**config.mk**
```make
export PLATFORM = sky130hd
export DESIGN_NAME = joystick_axis_conditioner
export DESIGN_NICKNAME = d
export VERILOG_FILES = /design/src/design/jac_pkg.sv /design/src/design/jac_lane.sv /design/src/design/jac_zdiv.sv /design/src/design/jac_merge.sv /design/src/design/joystick_axis_conditioner.sv
export SDC_FILE = /design/constraint.sdc
export NUM_CORES = 2
export LEC_CHECK = 0
export CAP_MARGIN = 20
export CORE_ASPECT_RATIO = 1.5
export CORE_MARGIN = 4
export CORE_UTILIZATION = 55
export CTS_CLUSTER_DIAMETER = 30
export DETAILED_ROUTE_END_ITERATION = 10
export DONT_BUFFER_PORTS = 1
export MAX_ROUTING_LAYER = met4
export PLACE_DENSITY = 0.73
export SKIP_CTS_REPAIR_TIMING = 1
export SYNTH_ARGS = -nofsm -noshare
export SYNTH_HDL_FRONTEND = slang
export SYNTH_SLANG_ARGS = --single-unit
```
**constraint.sdc**
```tcl
create_clock -name clk_i -period 8.2 [get_ports clk_i]
set_input_delay 0.82 -clock clk_i [delete_from_list [all_inputs] [get_ports clk_i]]
set_output_delay 0.82 -clock clk_i [all_outputs]
set_load 0.02 [all_outputs]
```
**src/design/jac_pkg.sv**
```systemverilog
// Shared constants, types and a helper function for the joystick axis conditioner.
package jac_pkg;

  localparam int NUM_AXES    = 4;
  localparam int RAW_W       = 12;
  localparam int AXIS_W      = 10;
  localparam int KEY_W       = 4;
  localparam int TRIM_STEP_W = 7;
  localparam int TRIM_W      = 8;
  localparam int ZERO_W      = 11;
  localparam int SUM_W       = 15;
  localparam int OUT_W       = 13;

  localparam int S_TDATA_W = 56;
  localparam int M_TDATA_W = 48;

  localparam int CALIB_SAMPLES = 10;
  localparam int CALIB_W       = 4;

  localparam int FULL_SCALE      = 1000;
  localparam int RAW_MAX         = 4095;
  localparam int STICK_CENTER    = 500;
  localparam int TRIM_STEP_RESET = 10;

  localparam int AX_THROTTLE = 0;
  localparam int AX_YAW      = 1;
  localparam int AX_PITCH    = 2;
  localparam int AX_ROLL     = 3;

  // x*1000/4095 is taken as (x*SCALE_MUL) >> SCALE_SH, exact for every 12-bit x.
  localparam int     SCALE_SH    = 24;
  localparam longint SCALE_MUL_L =
    ((longint'(FULL_SCALE) << SCALE_SH) + longint'(RAW_MAX) - 1) / longint'(RAW_MAX);
  localparam int     SCALE_MUL_W = $clog2(SCALE_MUL_L + 1);
  localparam logic [SCALE_MUL_W-1:0] SCALE_MUL = SCALE_MUL_W'(SCALE_MUL_L);
  localparam int     PROD_W      = RAW_W + SCALE_MUL_W;
  localparam int     QUO_W       = PROD_W - SCALE_SH;

  // Magnitude of a calibration sum divided by the sample count, exact below 2^SUM_W.
  localparam int     DIV_SH    = SUM_W + 5;
  localparam longint DIV_MUL_L =
    ((longint'(1) << DIV_SH) + longint'(CALIB_SAMPLES) - 1) / longint'(CALIB_SAMPLES);
  localparam int     DIV_MUL_W = $clog2(DIV_MUL_L + 1);
  localparam logic [DIV_MUL_W-1:0] DIV_MUL = DIV_MUL_W'(DIV_MUL_L);
  localparam int     DPROD_W   = SUM_W + DIV_MUL_W;

  typedef enum logic [KEY_W-1:0] {
    KEY_NONE    = 4'd0,
    KEY_UP      = 4'd1,
    KEY_DN      = 4'd2,
    KEY_LT      = 4'd3,
    KEY_RT      = 4'd4,
    KEY_LX      = 4'd5,
    KEY_LX_LONG = 4'd6,
    KEY_RX      = 4'd7,
    KEY_RX_LONG = 4'd8
  } key_code_e;

  typedef struct packed {
    logic             action;
    logic [KEY_W-1:0] key;
  } item_t;

  function automatic logic [AXIS_W-1:0] clamp_axis(input logic signed [OUT_W-1:0] v);
    logic [AXIS_W-1:0] res;
    if (v < 0) begin
      res = '0;
    end else if (v > OUT_W'(FULL_SCALE)) begin
      res = AXIS_W'(FULL_SCALE);
    end else begin
      res = v[AXIS_W-1:0];
    end
    return res;
  endfunction

endpackage

```
**src/design/jac_lane.sv**
```systemverilog
// One axis lane: scales a raw reading to 1000 - x*1000/4095 over two registered stages.
module jac_lane (
  input  logic                          clk_i,
  input  logic                          en1_i,
  input  logic                          en2_i,
  input  logic [jac_pkg::RAW_W-1:0]     raw_i,
  output logic [jac_pkg::AXIS_W-1:0]    scaled_o
);

  logic [jac_pkg::PROD_W-1:0] prod_q, prod_d;
  logic [jac_pkg::AXIS_W-1:0] scaled_q, scaled_d;
  logic [jac_pkg::QUO_W-1:0]  quo;

  assign prod_d = jac_pkg::PROD_W'(raw_i) * jac_pkg::PROD_W'(jac_pkg::SCALE_MUL);
  assign quo    = prod_q[jac_pkg::PROD_W-1:jac_pkg::SCALE_SH];
  assign scaled_d = jac_pkg::AXIS_W'(jac_pkg::QUO_W'(jac_pkg::FULL_SCALE) - quo);

  always_ff @(posedge clk_i) begin
    if (en1_i) begin
      prod_q <= prod_d;
    end
    if (en2_i) begin
      scaled_q <= scaled_d;
    end
  end

  assign scaled_o = scaled_q;

endmodule

```
**src/design/jac_zdiv.sv**
```systemverilog
// Signed calibration sum divided by the sample count, truncating towards zero.
module jac_zdiv (
  input  logic signed [jac_pkg::SUM_W-1:0]  sum_i,
  output logic signed [jac_pkg::ZERO_W-1:0] quo_o
);

  logic                              neg;
  logic [jac_pkg::SUM_W-1:0]         mag;
  logic [jac_pkg::DPROD_W-1:0]       prod;
  logic [jac_pkg::ZERO_W-1:0]        qmag;

  always_comb begin
    neg  = sum_i[jac_pkg::SUM_W-1];
    mag  = neg ? jac_pkg::SUM_W'(-sum_i) : jac_pkg::SUM_W'(sum_i);
    prod = jac_pkg::DPROD_W'(mag) * jac_pkg::DPROD_W'(jac_pkg::DIV_MUL);
    qmag = prod[jac_pkg::DIV_SH +: jac_pkg::ZERO_W];
    quo_o = neg ? $signed(-qmag) : $signed(qmag);
  end

endmodule

```
**src/design/jac_merge.sv**
```systemverilog
// Merging stage: trims, request flags, calibration sums, zero offsets and the result register.
module jac_merge (
  input  logic                                clk_i,
  input  logic                                rst_ni,
  input  logic                                cfg_wr_en_i,
  input  logic [jac_pkg::TRIM_STEP_W-1:0]     cfg_wr_data_i,
  input  logic                                in_valid_i,
  output logic                                in_ready_o,
  input  jac_pkg::item_t                      item_i,
  input  logic [jac_pkg::AXIS_W-1:0]          scaled_i [jac_pkg::NUM_AXES],
  output logic                                out_valid_o,
  input  logic                                out_ready_i,
  output logic [jac_pkg::AXIS_W-1:0]          axis_o [jac_pkg::NUM_AXES],
  output logic                                stop_req_o,
  output logic                                hold_height_o
);

  logic [jac_pkg::TRIM_STEP_W-1:0]     trim_step_q;
  logic signed [jac_pkg::TRIM_W-1:0]   pitch_trim_q, pitch_trim_d;
  logic signed [jac_pkg::TRIM_W-1:0]   roll_trim_q, roll_trim_d;
  logic signed [jac_pkg::TRIM_W-1:0]   step;
  logic signed [jac_pkg::ZERO_W-1:0]   zero_q [jac_pkg::NUM_AXES];
  logic signed [jac_pkg::ZERO_W-1:0]   zero_div [jac_pkg::NUM_AXES];
  logic signed [jac_pkg::SUM_W-1:0]    sum_q [jac_pkg::NUM_AXES];
  logic signed [jac_pkg::SUM_W-1:0]    sum_d [jac_pkg::NUM_AXES];
  logic signed [jac_pkg::SUM_W-1:0]    meas [jac_pkg::NUM_AXES];
  logic signed [jac_pkg::OUT_W-1:0]    val [jac_pkg::NUM_AXES];
  logic signed [jac_pkg::OUT_W-1:0]    trim_ext [jac_pkg::NUM_AXES];
  logic [jac_pkg::CALIB_W-1:0]         remain_q, remain_d;
  logic                                fin_q, fin_d;
  logic                                shut_q, shut_d;
  logic                                hold_q, hold_d;
  logic                                out_valid_q, out_valid_d;
  logic [jac_pkg::AXIS_W-1:0]          axis_q [jac_pkg::NUM_AXES];
  logic                                take;
  logic                                load_out;

  // While the new offsets are being written the stage takes nothing.
  assign in_ready_o = !fin_q && (!out_valid_q || out_ready_i);
  assign take       = in_valid_i && in_ready_o;
  assign step       = $signed({1'b0, trim_step_q});

  for (genvar a = 0; a < jac_pkg::NUM_AXES; a++) begin : g_axis
    jac_zdiv u_zdiv (
      .sum_i (sum_q[a]),
      .quo_o (zero_div[a])
    );

    if (a == jac_pkg::AX_THROTTLE) begin : g_abs
      assign meas[a] = $signed({{(jac_pkg::SUM_W-jac_pkg::AXIS_W){1'b0}}, scaled_i[a]});
    end else begin : g_ctr
      assign meas[a] = $signed({{(jac_pkg::SUM_W-jac_pkg::AXIS_W){1'b0}}, scaled_i[a]})
                       - jac_pkg::SUM_W'(jac_pkg::STICK_CENTER);
    end

    if (a == jac_pkg::AX_PITCH) begin : g_tp
      assign trim_ext[a] = jac_pkg::OUT_W'(pitch_trim_q);
    end else if (a == jac_pkg::AX_ROLL) begin : g_tr
      assign trim_ext[a] = jac_pkg::OUT_W'(roll_trim_q);
    end else begin : g_tn
      assign trim_ext[a] = '0;
    end

    assign val[a] = $signed({{(jac_pkg::OUT_W-jac_pkg::AXIS_W){1'b0}}, scaled_i[a]})
                    - jac_pkg::OUT_W'(zero_q[a]) + trim_ext[a];
  end

  always_comb begin
    pitch_trim_d = pitch_trim_q;
    roll_trim_d  = roll_trim_q;
    shut_d       = shut_q;
    hold_d       = hold_q;
    remain_d     = remain_q;
    fin_d        = 1'b0;
    load_out     = 1'b0;
    for (int a = 0; a < jac_pkg::NUM_AXES; a++) begin
      sum_d[a] = sum_q[a];
    end
    if (take) begin
      if (item_i.action) begin
        pitch_trim_d = '0;
        roll_trim_d  = '0;
        unique case (item_i.key)
          jac_pkg::KEY_UP: pitch_trim_d = step;
          jac_pkg::KEY_DN: pitch_trim_d = -step;
          jac_pkg::KEY_LT: roll_trim_d  = -step;
          jac_pkg::KEY_RT: roll_trim_d  = step;
          jac_pkg::KEY_LX: shut_d       = 1'b1;
          jac_pkg::KEY_RX: hold_d       = 1'b1;
          jac_pkg::KEY_RX_LONG: begin
            for (int a = 0; a < jac_pkg::NUM_AXES; a++) begin
              sum_d[a] = '0;
            end
            remain_d = jac_pkg::CALIB_W'(jac_pkg::CALIB_SAMPLES);
          end
          default: ;
        endcase
      end else if (remain_q != '0) begin
        for (int a = 0; a < jac_pkg::NUM_AXES; a++) begin
          sum_d[a] = sum_q[a] + meas[a];
        end
        remain_d = remain_q - jac_pkg::CALIB_W'(1);
        fin_d    = (remain_q == jac_pkg::CALIB_W'(1));
      end else begin
        load_out = 1'b1;
      end
    end
    out_valid_d = load_out || (out_valid_q && !out_ready_i);
  end

  always_ff @(posedge clk_i or negedge rst_ni) begin
    if (!rst_ni) begin
      trim_step_q  <= jac_pkg::TRIM_STEP_W'(jac_pkg::TRIM_STEP_RESET);
      pitch_trim_q <= '0;
      roll_trim_q  <= '0;
      remain_q     <= '0;
      fin_q        <= 1'b0;
      shut_q       <= 1'b0;
      hold_q       <= 1'b0;
      out_valid_q  <= 1'b0;
      for (int a = 0; a < jac_pkg::NUM_AXES; a++) begin
        sum_q[a]  <= '0;
        zero_q[a] <= '0;
      end
    end else begin
      if (cfg_wr_en_i) begin
        trim_step_q <= cfg_wr_data_i;
      end
      pitch_trim_q <= pitch_trim_d;
      roll_trim_q  <= roll_trim_d;
      remain_q     <= remain_d;
      fin_q        <= fin_d;
      shut_q       <= shut_d;
      hold_q       <= hold_d;
      out_valid_q  <= out_valid_d;
      for (int a = 0; a < jac_pkg::NUM_AXES; a++) begin
        sum_q[a] <= sum_d[a];
        if (fin_q) begin
          zero_q[a] <= zero_div[a];
        end
      end
    end
  end

  always_ff @(posedge clk_i) begin
    if (load_out) begin
      for (int a = 0; a < jac_pkg::NUM_AXES; a++) begin
        axis_q[a] <= jac_pkg::clamp_axis(val[a]);
      end
    end
  end

  assign out_valid_o   = out_valid_q;
  assign axis_o        = axis_q;
  assign stop_req_o    = shut_q;
  assign hold_height_o = hold_q;

endmodule

```
**src/design/joystick_axis_conditioner.sv**
```systemverilog
// Top level of the joystick axis conditioner: four scaling lanes feeding the merging stage.
//
//  Channel   Direction  Signals                          Contents
//  s_axis    in         tvalid tready tdata[55:0] tuser  raw axes and key code, tuser = action
//  m_axis    out        tvalid tready tdata[47:0]        conditioned axes and request flags
//  cfg       in         cfg_wr_en cfg_wr_data[6:0]       trim step
//
// One beat is taken per cycle unless the output stalls or a calibration bubble intervenes;
// a sample is caught by the lane multiply register, then the lane scale register, and then,
// unless it is a key action or calibration sample, the output register for its result.
// The cycle after the last calibration sample the merging stage writes the new offsets
// and takes nothing, so a bubble follows each calibration.
// Reset clears offsets, trims, sums, flags and the stage valids; the trim step returns to 10.
// A stalled output beat holds in its register while the stages behind it keep filling.
module joystick_axis_conditioner (
  input  logic                              clk_i,
  input  logic                              rst_ni,
  input  logic                              cfg_wr_en_i,
  input  logic [jac_pkg::TRIM_STEP_W-1:0]   cfg_wr_data_i,
  input  logic                              s_axis_tvalid_i,
  output logic                              s_axis_tready_o,
  // raw_throttle, raw_yaw, raw_pitch, raw_roll, key_code, zero pad
  input  logic [jac_pkg::S_TDATA_W-1:0]     s_axis_tdata_i,
  // action
  input  logic                              s_axis_tuser_i,
  output logic                              m_axis_tvalid_o,
  input  logic                              m_axis_tready_i,
  // throttle, yaw, pitch, roll, stop_req, hold_height, zero pad
  output logic [jac_pkg::M_TDATA_W-1:0]     m_axis_tdata_o
);

  localparam int KEY_LSB = jac_pkg::NUM_AXES * jac_pkg::RAW_W;
  localparam int FLG_LSB = jac_pkg::NUM_AXES * jac_pkg::AXIS_W;

  logic                       v1_q, v1_d, v2_q, v2_d;
  jac_pkg::item_t             item1_q, item2_q, item_in;
  logic                       en1, s1_move, s2_move, merge_ready;
  logic [jac_pkg::AXIS_W-1:0] scaled [jac_pkg::NUM_AXES];
  logic [jac_pkg::AXIS_W-1:0] axis [jac_pkg::NUM_AXES];
  logic                       stop_req, hold_height;

  assign item_in.action = s_axis_tuser_i;
  assign item_in.key    = s_axis_tdata_i[KEY_LSB +: jac_pkg::KEY_W];

  assign s2_move         = v2_q && merge_ready;
  assign s1_move         = v1_q && (!v2_q || s2_move);
  assign s_axis_tready_o = !v1_q || s1_move;
  assign en1             = s_axis_tvalid_i && s_axis_tready_o;

  always_comb begin
    v1_d = en1 ? 1'b1 : (s1_move ? 1'b0 : v1_q);
    v2_d = s1_move ? 1'b1 : (s2_move ? 1'b0 : v2_q);
  end

  always_ff @(posedge clk_i or negedge rst_ni) begin
    if (!rst_ni) begin
      v1_q <= 1'b0;
      v2_q <= 1'b0;
    end else begin
      v1_q <= v1_d;
      v2_q <= v2_d;
    end
  end

  always_ff @(posedge clk_i) begin
    if (en1) begin
      item1_q <= item_in;
    end
    if (s1_move) begin
      item2_q <= item1_q;
    end
  end

  for (genvar a = 0; a < jac_pkg::NUM_AXES; a++) begin : g_lane
    jac_lane u_lane (
      .clk_i    (clk_i),
      .en1_i    (en1),
      .en2_i    (s1_move),
      .raw_i    (s_axis_tdata_i[a*jac_pkg::RAW_W +: jac_pkg::RAW_W]),
      .scaled_o (scaled[a])
    );
  end

  jac_merge u_merge (
    .clk_i         (clk_i),
    .rst_ni        (rst_ni),
    .cfg_wr_en_i   (cfg_wr_en_i),
    .cfg_wr_data_i (cfg_wr_data_i),
    .in_valid_i    (v2_q),
    .in_ready_o    (merge_ready),
    .item_i        (item2_q),
    .scaled_i      (scaled),
    .out_valid_o   (m_axis_tvalid_o),
    .out_ready_i   (m_axis_tready_i),
    .axis_o        (axis),
    .stop_req_o    (stop_req),
    .hold_height_o (hold_height)
  );

  always_comb begin
    m_axis_tdata_o = '0;
    for (int a = 0; a < jac_pkg::NUM_AXES; a++) begin
      m_axis_tdata_o[a*jac_pkg::AXIS_W +: jac_pkg::AXIS_W] = axis[a];
    end
    m_axis_tdata_o[FLG_LSB]     = stop_req;
    m_axis_tdata_o[FLG_LSB + 1] = hold_height;
  end

endmodule
```
; ---- Yosys cells after proc, flatten, opt, wreduce, memory -nomap -nowiden
; Cells that the tools add are included.
[word_totals]
word_cells = 146
register_bits = 363
[classes]
add_sub_neg = 27
muxes = 30
n_eq_ne = 9
n_lt_le_gt_ge = 8
mul = 8
n_reduce_logical = 26
[op_table]
columns = op, count
row1 = 2-to-1 mux 60 bit, 3
row2 = multiplier 12 x 22 -> 34 bit (second input constant), 4
row3 = multiplier 15 x 16 -> 30 bit (second input constant), 4
row4 = 2-to-1 mux 15 bit, 4
row5 = negation 15 bit, 4
row6 = subtractor 11 x 11 -> 12 bit, 4
row7 = adder 15 bit, 3
row8 = 2-to-1 mux 11 bit, 4
row9 = negation 11 bit, 4
row10 = 2-to-1 mux 10 bit, 4
row11 = subtractor 10 bit (first input constant), 4
row12 = subtractor 10 x 9 -> 11 bit (second input constant), 3
row13 = one-hot mux 8 bit (2 select lines), 2
row14 = adder 12 x 8 -> 13 bit, 2
row15 = > comparator 13 x 11 -> 1 bit (second input constant), 2
row16 = < comparator 13 x 1 -> 1 bit (second input constant), 2
row17 = > comparator 12 x 11 -> 1 bit (second input constant), 2
row18 = < comparator 12 x 1 -> 1 bit (second input constant), 2
row19 = adder 15 x 11 -> 15 bit, 1
row20 = equality test 4 x 3 -> 1 bit (second input constant), 3
row21 = 2-to-1 mux 4 bit, 3
row22 = 2-to-1 mux 1 bit, 10
row23 = AND reduction 3 bit, 3
row24 = equality test 4 x 1 -> 1 bit (second input constant), 2
row25 = 12 further kinds, 29

; ---- Depth between registers and ports, before layout
[logic_depth]
word_depth = 9
depth_mapped = 32
mapped_depth_nobuf = 32

; ---- Modules after synthesis
; From an unflattened synthesis, not the netlist that was laid out.
[hier_totals]
cells_unflattened = 4947
area_unflattened_um2 = 47061.4
[by_module_without_submodules]
columns = mod, area_each_um2, n_inst, cells_each
row1 = jac_lane at g_lane[0].u_lane ..., 4341.7, 3, 436
row2 = jac_merge, 12235.5, 1, 1278
row3 = jac_zdiv at u_merge.g_axis[1].u_zdiv ..., 4372.9, 2, 497
row4 = jac_zdiv at u_merge.g_axis[3].u_zdiv, 4316.6, 1, 492
row5 = jac_zdiv at u_merge.g_axis[0].u_zdiv, 4260.3, 1, 463
row6 = jac_lane at g_lane[1].u_lane, 4010.1, 1, 385
row7 = joystick_axis_conditioner, 467.9, 1, 27

; ---- Least setup slack after synthesis
; No wires, ideal clock.
[synth_timing]
path_type = reg-to-reg
start = register u_merge.sum_q[50] in the netlist's numbering
end = register u_merge.zero_q[41] in the netlist's numbering
path_stages_with_launch = 28
arrival_ns = 7.954
setup_ns = 0.090
period_less_slack_ns = 8.044
path_buffers = 0
slack_ns = 0.156
path_cell_list = dfrtp_1 or4_4 or3_4 or3_4 o31ai_1 xor2_1 inv_1 ha_1 ha_1 a21o_1 fa_1 fa_1 fa_1 inv_1 fa_1 inv_1 ha_1 a21o_1 a221oi_2 a21boi_0 a2bb2oi_1 nand2_1 a21oi_1 xor2_1 nand4_1 o21ai_0 or3b_1 o221ai_1
[synth_via]
elab_chain_cells = 5
[synth_rtl]
columns = element, line_no
row1 = "start, declared", jac_merge.sv:24  ; logic signed [jac_pkg::SUM_W-1:0] sum_q [jac_pkg::NUM_AXES];
row2 = "start signal, assigned by index", jac_merge.sv:137  ; sum_q[a] <= sum_d[a];
row3 = negation 15 bit, jac_zdiv.sv:14  ; mag = neg ? jac_pkg::SUM_W'(-sum_i) : jac_pkg::SUM_W'(sum_i);
row4 = 2-to-1 mux 15 bit *, jac_zdiv.sv:14
row5 = multiplier 15 x 16 -> 30 bit *, jac_zdiv.sv:15  ; prod = jac_pkg::DPROD_W'(mag) * jac_pkg::DPROD_W'(jac_pkg::DIV_MUL);
row6 = negation 11 bit, jac_zdiv.sv:17  ; quo_o = neg ? $signed(-qmag) : $signed(qmag);
row7 = 2-to-1 mux 11 bit *, jac_zdiv.sv:17
row8 = "end signal, assigned by index", jac_merge.sv:139  ; zero_q[a] <= zero_div[a];
row9 = "end, declared", jac_merge.sv:22  ; logic signed [jac_pkg::ZERO_W-1:0] zero_q [jac_pkg::NUM_AXES];
; Mark *: on every way between the ends. The rest lies on a longest branch, timed or not.
; A chain may end at the register's enable or synchronous reset.

; ---- Final worst setup path
[layout_timing]
start = register u_merge.sum_q[50] in the netlist's numbering
end = register u_merge.zero_q[43] in the netlist's numbering
; Same word-level chain as after synthesis.

==> metrics.md <==
| Metric | Value |
|---|---|
| Crit path max fanout | `4` |
| Core area | `about 78000 um^2` |
| Root Buffer | `clkbuf_16` |
| CP Data Required Time | `between 8 and 9 ns` |
| Met3 wire len | `3.691 mm` |
| Area of the multi-input gates | `32490 um^2` |
| Nets@finish | `5941` |
| Post-synthesis cell area | `43400 um^2` |
| Async set or reset register ratio after synthesis | `51.31%` |
| DRT iter0 DRCs | `1300` |
| DR pass1 iterations | `5` |
| Share of cells above drive strength 1 | `4.918%` |
| Fmax | `126.4 MHz` |
| Pin count of the biggest net entering global routing | `approximately 140` |
| Worst Skew | `~0.026 ns` |
| Worst setup SP type | `register` |
| Max cap viols | `0` |
| Post-synthesis sequential area ratio | `16.90%` |
| Most frequent cells in the layout | `inv_1, ha_1, fa_1` |
| Total CTS buffers | `42` |
| RR Startpoint | `u_merge.sum_q[50]` |
| RR Endpoint | `u_merge.zero_q[43]` |
| Met1 wire length | `35.73 mm` |
| Period minus WS final | `about 7.9 ns` |
| Vias post-DR | `about 31000` |
| All-Layer GR Usage | `24.23%` |
| DR DRC count | `0` |
| Die height | `about 350 um` |
| Post-Synthesis Cells | `4458` |
| Dominant synthesized flop cell | `dfrtp_1` |
| Initial antenna violation count | `5` |
| H-Tree Depth | `2` |
| Crit path largest cell delay | `0.55 ns` |
| RSZ-0062 raised after global routing | `yes` |
| Setup CP Type | `reg2reg` |
| Clock transition at the registers of the reported paths | `approximately 0.060 ns` |
| Number of synthesized flops with an enable pin | `130` |
| Commonest non-fill, non-tap cell in the layout | `inv_1` |
| Total grt overflow | `0` |
| Die ar. | `83560 um^2` |
| I/O pins | `119` |
| Clk sinks | `~270` |
| I/O Buffers | `0` |
| TritonCTS clock tree | `built` |
| R2R depth | `26` |
| Status | `completed` |
| Uppermost routed layer | `met4` |
| Dpl hpwl | `83.38 mm` |
| CP Data Arrival Time | `8.32 ns` |
| Final wirelength | `97.51 mm` |
| Final setup violation count | `0` |
| Placed cell count | `5466` |
| Post-route ant nets | `0` |
| Placer congestion estimate | `approximately 0.98` |
| Met2 WL | `53.02 mm` |
| FF+latch area | `7336 um^2` |
| Clk Latency, worst-skew pair | `0.58 ns` |
| Worst Hold Class | `in2async` |
| Drt wl/cell | `between 15 and 20 um` |
| Normalized max-slew margin | `30.69%` |
| CP Capture Type | `register` |
| Final non-filler cell total | `between 5000 and 6000` |
| Reg-to-reg setup timing slack | `between 0.2 and 0.3 ns` |
| Final Max Slew Viols | `0` |
| Crit-path slowest cell | `fa_1` |
| Initial core utilization | `55.72%` |
| Post-synth cell types | `81` |
| Yosys warns | `0` |
| First-pass GRT wire length | `161.9 mm` |
| Post-synthesis area per instance | `9.735 um^2` |
| Final Hold Violating Endpoints | `0` |
| Die X | `237.4 um` |
| Cell mode on critical path | `fa_1` |
| Vias per inst | `approximately 5.5` |
| Tcrit/Tclk final | `96.48%` |
| Worst slew pin tran | `1.013 ns` |
| Vias in the first global route | `33240` |
| Row cnt | `125` |
| Area grow syn2layout | `7.343%` |
| Fillcell total | `6553` |
| Synthesis-stage register bit count | `267` |
| Clk buf depth | `3` |
==> how the worst max path moves through the flow <==
stage	startpoint	to	slack (ns)	depth (start not counted)
4_1_cts	u_merge.sum_q[50]	u_merge.zero_q[41]	-0.20	27
5_1_grt	u_merge.sum_q[50]	u_merge.zero_q[42]	-0.07	28
2_1_floorplan	u_merge.sum_q[50]	u_merge.zero_q[41]	0.16	27
3_3_place_gp	u_merge.sum_q[50]	u_merge.zero_q[41]	0.06	27
3_5_place_dp	u_merge.sum_q[50]	u_merge.zero_q[43]	-0.17	27
6_report	u_merge.sum_q[50]	u_merge.zero_q[43]	0.29	26
==> cell families after synthesis <==
logic type	share of synthesized area, %
fa+ha+maj	47.87
buf+inv	8.735
compound gates	10.88
simple gates	8.234
xor+xnor	6.922
flops	16.90
mux	0.4440
other cells	0.008640
==> synthesized netlist by cell type (all sizes together) (38+ instances only) <==
cell type / number / area [um^2]
xor2: 111 / 972.2
fa: 481 / 9629
edfxtp: 130 / 3904
nor2b: 40 / 250.2
nand3: 48 / 240.2
nor3: 71 / 355.3
ha: 891 / 11150
o21ai: 169 / 845.8
dfrtp: 135 / 3378
xnor2: 232 / 2032
a21o: 74 / 555.5
a21oi: 212 / 1061
clkbuf: 53 / 198.9
nor2: 173 / 664.4
o21a: 38 / 285.3
nand2: 186 / 698.2
inv: 937 / 3517
==> state kept, by name, indices dropped and copies added, names as in the netlist, 4 cells and up <==
name and flops:
g_lane.u_lane.prod_q 40, g_lane.u_lane.scaled_o 40, item1_q 5, item2_q 5, u_merge.axis_o 40, u_merge.pitch_trim_q 8, u_merge.remain_q 4, u_merge.roll_trim_q 8
u_merge.sum_q 60, u_merge.trim_step_q 7, u_merge.zero_q 44
==> layout make-up <==
cell class / instances / share of cell area [%]
Antenna cell: 9 / 0.04834
Timing Repair Buffer: 57 / 0.9857
Inverter: 937 / 7.550
Tap cell: 1016 / 2.729
Sequential cell: 267 / 15.75
Clock inverter: 33 / 0.9131
Clock buffer: 45 / 2.280
Multi-Input combinational cell: 3195 / 69.75
==> critical path, delay by kind of cell, from the launching register on <==
kind / cells / cell delay, ns
buffers and inverters: 2 / 0.10
flip-flops: 1 / 0.37
adder cells (fa/ha/maj): 6 / 2.65
AND/OR/NAND/NOR: 7 / 2.18
AO/OA/AOI/OAI: 8 / 1.83
XOR/XNOR: 3 / 0.61
==> per-stage QoR <==
stage,hold WS [ns],setup WS [ns],TNS (ns),cell area (um^2),utilization (%)
finish,0.09899,0.2883,0,46590,59.81
global route,0.06733,-0.06929,-0.1538,46580,59.80
floorplan,0.4003,0.1556,0,43420,-
global placement,0.4009,0.05645,0,44820,57.54
CTS,-0.06573,-0.2049,-0.7720,46300,59.45
detailed placement,0.4061,-0.1675,-0.5279,44820,57.54
==> metal layers <==
| layer | global-route usage (%) | up-vias |
|---|---|---|
| li1 | - | 14940 |
| met1 | 25.46 | 15070 |
| met2 | 45.16 | 545 |
| met3 | 2.888 | 270 |
| met4 | 10.74 | 0 |
| met5 | - | - |
Power is not shown: default switching activity piles up to over one toggle a cycle in this logic, so the estimate is an artifact.
